### src/design/assert_macros.svh
`ifndef ASSERT_MACROS_SVH
`define ASSERT_MACROS_SVH

`ifndef SYNTHESIS

`define ASSERT_IMPLIES(label, clk, rst_n, ante, cons) \
    label: assert property (@(posedge clk) disable iff (!(rst_n)) (ante) |-> (cons)) \
        else $error("assertion failed: same-cycle implication");

`define ASSERT_NEXT(label, clk, rst_n, ante, cons) \
    label: assert property (@(posedge clk) disable iff (!(rst_n)) (ante) |=> (cons)) \
        else $error("assertion failed: next-cycle implication");

`else

`define ASSERT_IMPLIES(label, clk, rst_n, ante, cons)

`define ASSERT_NEXT(label, clk, rst_n, ante, cons)

`endif

`endif

### src/design/pse_pkg.sv
package pse_pkg;

    localparam int WORD_BITS    = 32;
    localparam int FRAC_BITS    = 24;
    localparam int PIPE_DEPTH   = 8;
    localparam int CFG_IDX_BITS = 3;

    typedef logic signed [WORD_BITS-1:0] t_word;

    localparam t_word W_MAX = {1'b0, {(WORD_BITS-1){1'b1}}};
    localparam t_word W_MIN = {1'b1, {(WORD_BITS-1){1'b0}}};
    localparam logic signed [2*WORD_BITS-1:0] MUL_RND =
        (2*WORD_BITS)'(1) <<< (FRAC_BITS-1);

    typedef enum logic [CFG_IDX_BITS-1:0] {
        REG_A_BASE = CFG_IDX_BITS'(0),
        REG_A_SLOPE = CFG_IDX_BITS'(1),
        REG_B_BASE = CFG_IDX_BITS'(2),
        REG_B_SLOPE = CFG_IDX_BITS'(3),
        REG_G_BASE = CFG_IDX_BITS'(4),
        REG_G_SLOPE = CFG_IDX_BITS'(5)
    } t_cfg_idx;

    typedef struct packed {
        t_word phi;
        t_word grad_x;
        t_word grad_y;
        t_word grad_z;
        t_word laplacian;
        t_word temperature;
    } t_in;

    typedef struct packed {
        t_word energy_density;
        t_word chem_potential;
        t_word stress_xx;
        t_word stress_yy;
        t_word stress_zz;
        t_word stress_xy;
        t_word stress_xz;
        t_word stress_yz;
        logic  overflow;
    } t_out;

    typedef struct packed {
        t_word a_base;
        t_word a_slope;
        t_word b_base;
        t_word b_slope;
        t_word gradient_base;
        t_word gradient_slope;
    } t_coef;

    typedef struct packed {
        t_word v;
        logic  s;
    } t_res;

    function automatic t_res f_mul(input t_word a, input t_word b);
        logic signed [2*WORD_BITS-1:0] p;
        logic signed [2*WORD_BITS-1:0] q;
        t_res r;
        p = (2*WORD_BITS)'(a) * (2*WORD_BITS)'(b);
        q = (p + MUL_RND) >>> FRAC_BITS;
        r.s = !((&q[2*WORD_BITS-1:WORD_BITS-1]) || !(|q[2*WORD_BITS-1:WORD_BITS-1]));
        r.v = r.s ? (q[2*WORD_BITS-1] ? W_MIN : W_MAX) : q[WORD_BITS-1:0];
        return r;
    endfunction

    function automatic t_res f_add(input t_word a, input t_word b);
        logic signed [WORD_BITS:0] s;
        t_res r;
        s = (WORD_BITS+1)'(a) + (WORD_BITS+1)'(b);
        r.s = s[WORD_BITS] ^ s[WORD_BITS-1];
        r.v = r.s ? (s[WORD_BITS] ? W_MIN : W_MAX) : s[WORD_BITS-1:0];
        return r;
    endfunction

    function automatic t_res f_sub(input t_word a, input t_word b);
        logic signed [WORD_BITS:0] s;
        t_res r;
        s = (WORD_BITS+1)'(a) - (WORD_BITS+1)'(b);
        r.s = s[WORD_BITS] ^ s[WORD_BITS-1];
        r.v = r.s ? (s[WORD_BITS] ? W_MIN : W_MAX) : s[WORD_BITS-1:0];
        return r;
    endfunction

    // x * 0.5 rounded half up
    function automatic t_word f_half(input t_word a);
        logic signed [WORD_BITS:0] s;
        s = (WORD_BITS+1)'(a) + (WORD_BITS+1)'(1);
        return s[WORD_BITS:1];
    endfunction

    // x * 0.25 rounded half up
    function automatic t_word f_quarter(input t_word a);
        logic signed [WORD_BITS+1:0] s;
        s = (WORD_BITS+2)'(a) + (WORD_BITS+2)'(2);
        return s[WORD_BITS+1:2];
    endfunction

    // x * 0.75 rounded half up
    function automatic t_word f_threeq(input t_word a);
        logic signed [WORD_BITS+1:0] s;
        s = (WORD_BITS+2)'(a) + ((WORD_BITS+2)'(a) <<< 1) + (WORD_BITS+2)'(2);
        return s[WORD_BITS+1:2];
    endfunction

endpackage

### src/design/pse_cfg.sv
module pse_cfg (
    input  logic                                i_clk,
    input  logic                                i_rst_n,
    input  logic                                i_cfg_valid,
    input  logic [pse_pkg::CFG_IDX_BITS-1:0]    i_cfg_index,
    input  pse_pkg::t_word                      i_cfg_data,
    output logic                                o_cfg_ready,
    output pse_pkg::t_coef                      o_coef
);
    import pse_pkg::*;

    t_coef r_coef;
    t_coef n_coef;

    assign o_cfg_ready = 1'b1;
    assign o_coef      = r_coef;

    always_comb begin
        n_coef = r_coef;
        if (i_cfg_valid) begin
            unique case (i_cfg_index)
                REG_A_BASE:  n_coef.a_base         = i_cfg_data;
                REG_A_SLOPE: n_coef.a_slope        = i_cfg_data;
                REG_B_BASE:  n_coef.b_base         = i_cfg_data;
                REG_B_SLOPE: n_coef.b_slope        = i_cfg_data;
                REG_G_BASE:  n_coef.gradient_base  = i_cfg_data;
                REG_G_SLOPE: n_coef.gradient_slope = i_cfg_data;
                default:     n_coef                = r_coef;
            endcase
        end
    end

    always_ff @(posedge i_clk) begin
        if (!i_rst_n) begin
            r_coef <= '0;
        end else begin
            r_coef <= n_coef;
        end
    end

endmodule

### config.mk
export PLATFORM = sky130hd
export DESIGN_NAME = pse_cfg
export DESIGN_NICKNAME = d
export VERILOG_FILES = /design/src/design/assert_macros.svh /design/src/design/pse_pkg.sv /design/src/design/pse_cfg.sv
export SDC_FILE = /design/constraint.sdc
export NUM_CORES = 1
export LEC_CHECK = 0
export ABC_AREA = 1
export ABC_CLOCK_PERIOD_IN_PS = 920
export BUFFER_PORTS_ARGS = -buffer_cell sky130_fd_sc_hd__buf_4
export CAP_MARGIN = 20
export CORE_UTILIZATION = 35
export DETAILED_ROUTE_END_ITERATION = 16
export PLACE_DENSITY_LB_ADDON = 0.25
export SLEW_MARGIN = 10
export SYNTH_ARGS = -nofsm -noshare
export SYNTH_HDL_FRONTEND = slang
export SYNTH_SLANG_ARGS = --single-unit
### constraint.sdc
create_clock -name i_clk -period 0.92 [get_ports i_clk]
set_input_delay 0.046 -clock i_clk [delete_from_list [all_inputs] [get_ports i_clk]]
set_output_delay 0.046 -clock i_clk [all_outputs]
set_load 0.01 [all_outputs]
==> flow_summary.rst <==
.. list-table::
   :header-rows: 1

   * - Metric
     - Value
   * - Required time at the worst-slack endpoint
     - 0.87 ns
   * - Total power density per cell area
     - 1710 nW/um^2
   * - Root buffer cell
     - clkbuf_16
   * - Leakage power
     - 5.18 nW
   * - Cell accounting for the most synthesized area
     - dfxtp_1
   * - Depth of the most critical reg-to-reg path
     - 3
   * - Sw Share
     - 25.6%
   * - Total number of yosys warnings
     - 0
   * - Remaining global-route overflow
     - 0
   * - Wire length of the first global-routing pass
     - 38700 um
   * - Worst-skew pair later-pin latency
     - 0.42 ns
   * - Critical path's largest stage delay
     - 0.36 ns
   * - Antenna violations before repair
     - 0
   * - Critical Path End Type
     - primary output
   * - Hold Path Origin
     - i_rst_n
   * - Post-Place Cell Area
     - 9860 sq um
   * - Ranking of synthesized cells by area
     - dfxtp_1, nor2_1, nand3_1, nand2_1, buf_2
   * - Die H
     - 149 um
   * - Run status
     - finished, violations left
   * - PortBufs
     - 229
   * - Max-slew violations
     - 0
   * - Reg-to-reg startpoint
     - o_coef[39]
   * - Maximum fanout count along the critical path
     - 2
   * - Vias per std cell
     - 4.77
   * - Final Core Density
     - 54.7%
   * - Mean area per synthesized cell
     - 6.93 sq um
   * - Seq/Total Area, Yosys
     - 50.8%
   * - Number of fill cells in the layout
     - 2043
   * - TritonCTS Sinks
     - 192
   * - ANT cells
     - 0
   * - Type of origin of the critical path
     - flip-flop
   * - Type of the worst setup path
     - reg -> out
   * - Achievable frequency
     - 1050 MHz
   * - Post-synthesis cell count
     - 1093
   * - Switching power
     - 0.00504 W
   * - Library cells used by synthesis
     - 13
   * - First-pass iteration count of the detailed router
     - 5
   * - Number of buffers on the longest clock path
     - 2
   * - Total Routing Usage GR
     - 22.7%
   * - Net count after synthesis
     - 1131
   * - Part of the power in registers
     - 45.0%
   * - Initial Utilization
     - 35.9%
   * - EDFF count, synth
     - 0
   * - Die area
     - 22200 sq um
   * - Share of the clock period used by the worst path
     - 103%
   * - Clock share of power
     - 42.2%
   * - Number of cells in the design after placement
     - 1555
   * - Commonest register cell after synthesis
     - dfxtp_1
   * - Synthesized flop and latch total
     - 192
   * - Arrival time at the worst endpoint
     - 0.90 ns
   * - Wire length after detailed routing
     - 25200 um
   * - Most frequent cells after synthesis
     - nor2_1, nand2_1, dfxtp_1, nand3_1, buf_2
   * - Antenna-violating nets left
     - 0
   * - Worst hold path type
     - in -> reg
   * - Sum of negative setup slack
     - -0.727 ns
   * - Number of standard-cell rows in the floorplan
     - 53
   * - HPWL after DPL
     - 16600 um
   * - Via count of the first global-routing pass
     - 6986
   * - Cells on Worst Hold Path
     - 3
   * - RSZ-0062 raised after global routing
     - yes
   * - Area used by multi-input combinational logic
     - 3260 sq um
   * - # IOs
     - 231
   * - Area added between synthesis and finish
     - 52.4%
   * - Critical path's top delay family
     - flip-flops
   * - TritonCTS clock tree
     - yes
   * - Detailed Route Iter0 Violations
     - 534
   * - Core area
     - 21100 sq um
   * - Fraction of registers with async set or reset after synthesis
     - 0%
   * - Most numerous cell in the Yosys netlist
     - nor2_1
   * - Number of cells in the finished layout apart from fillers
     - 1596
   * - Number of flip-flops under the largest register name
     - 192
   * - Final Critical Period
     - 0.950 ns
   * - Number of buffers added by the clock tree synthesis step
     - 17
   * - Least setup slack across all paths after layout
     - -0.0300 ns
   * - Final net count
     - 1346
   * - Ratio of cells with drive above 1 in the final layout
     - 38.7%
   * - Routed length per instance
     - 15.8 um
   * - Maximum number of pins on one net before global-route repair
     - 66
   * - Total non-filler cell area in the finished layout
     - 11500 sq um
   * - Worst Clk Skew
     - 0 ns
   * - Part of the power in combinational logic
     - 12.8%
   * - Area taken by flip-flops and latches
     - 4090 sq um
   * - Worst slack on hold paths
     - -0.0669 ns
   * - Width of the chip
     - 149 um
   * - Summed instance area of the synthesized netlist
     - 7570 sq um
   * - Cell-by-cell trace of the critical path
     - buf_6
   * - Final weighted congestion in routability-driven placement
     - 0.806
   * - Cell with the largest stage delay on the worst path
     - dfxtp_2
   * - Max-cap violation count
     - 0
   * - Number of endpoints with negative hold slack in the final report
     - 16
   * - Internal cell power
     - 0.0147 W
   * - Reg-to-reg endpoint
     - o_coef[39]
   * - Detailed-route via count
     - 7614
   * - Failing checks
     - hold timing, setup timing
   * - Count of H-tree levels built during CTS
     - 4
   * - Setup-failing EPs final
     - 93
   * - Destination of the worst hold path
     - o_coef[181]
   * - Worst-case register-to-register setup slack
     - 0.19 ns
   * - Maximum vdd drop
     - 1.21 mV
   * - Buffers & Inverters on Critical Path
     - 1
   * - Clock-pin transition on the worst setup and hold timing paths
     - 0.08 ns
   * - Count of unresolved DRC violations after routing
     - 0
   * - Area share of the leading cell type in the synthesized netlist
     - 50.8%
==> cells by family after synthesis <==
group | count (synthesis) | share of synthesized area, %
buf+inv | 116 | 6.79
flops | 192 | 50.8
other cells | 1 | 0.0495
simple gates | 784 | 42.4
==> routing by layer <==
layer  share of wire (%)  track usage, %
met4                 1.2            6.43
met2                  48            36.1
met5                   0               0
met3                 7.5            6.57
met1                  43            29.9
==> final cells by class <==
type | count | area share (%)
repair buffers | 274 | 26.5
inverters | 38 | 1.24
clock buffers | 17 | 3.69
flip-flops and latches | 192 | 35.4
multi-input cells | 785 | 28.2
clock inverters | 15 | 1.97
well taps | 275 | 2.98
==> power groups by stage <==
stage / clock, W / combinational [W] / sequential [W]
6_report: 0.00832 / 0.00252 / 0.00888
5_1_grt: 0.00887 / 0.00276 / 0.00891
4_1_cts: 0.00846 / 0.00251 / 0.00889
3_5_place_dp: 0 / 0.00233 / 0.00897
3_3_place_gp: 0 / 0.00231 / 0.00897
2_1_floorplan: 0 / 0.00109 / 0.00907
==> timing repair <==
item                                   in CTS  in global routing
resized for setup                         384                  1
endpoints found under the hold margin      16                 16
setup buffers                               2                  7
setup endpoints to repair                 192                192
==> per-stage QoR <==
stage / setup slack (ns) / power (W)
finish: -0.0300 / 0.0197
global route: -0.0654 / 0.0205
CTS: -0.0519 / 0.0199
detailed placement: -0.146 / 0.0113
global placement: -0.125 / 0.0113
floorplan: 0.0651 / 0.0102
==> layout by cell type, fill, tap and decap left out <==
master        n
inv_6         5
dfxtp_4       1
bufinv_16     5
nor2_1      384
buf_12       22
nand2_1     198
nor2_2        1
buf_6       193
clkinvlp_4    1
clkbuf_16    17
nand3_1     192
inv_1        35
dfxtp_2     191
nor2_4        9
inv_2         3
conb_1        1
clkinv_2      3
inv_8         1
buf_4        59
==> how the worst max path moves through the flow <==
stage | from | to | slack [ns] | cells after the start
after detailed placement | i_cfg_index[2] | o_coef[86] | -0.15 | 8
final | o_coef[130] | o_coef[130] | -0.03 | 1
after floorplan | i_cfg_index[2] | o_coef[10] | 0.07 | 6
after global routing | o_coef[181] | o_coef[181] | -0.07 | 1
after global placement | i_cfg_index[2] | o_coef[88] | -0.13 | 8
after CTS | o_coef[54] | o_coef[54] | -0.05 | 1
Power figures use the tool's default switching activity.
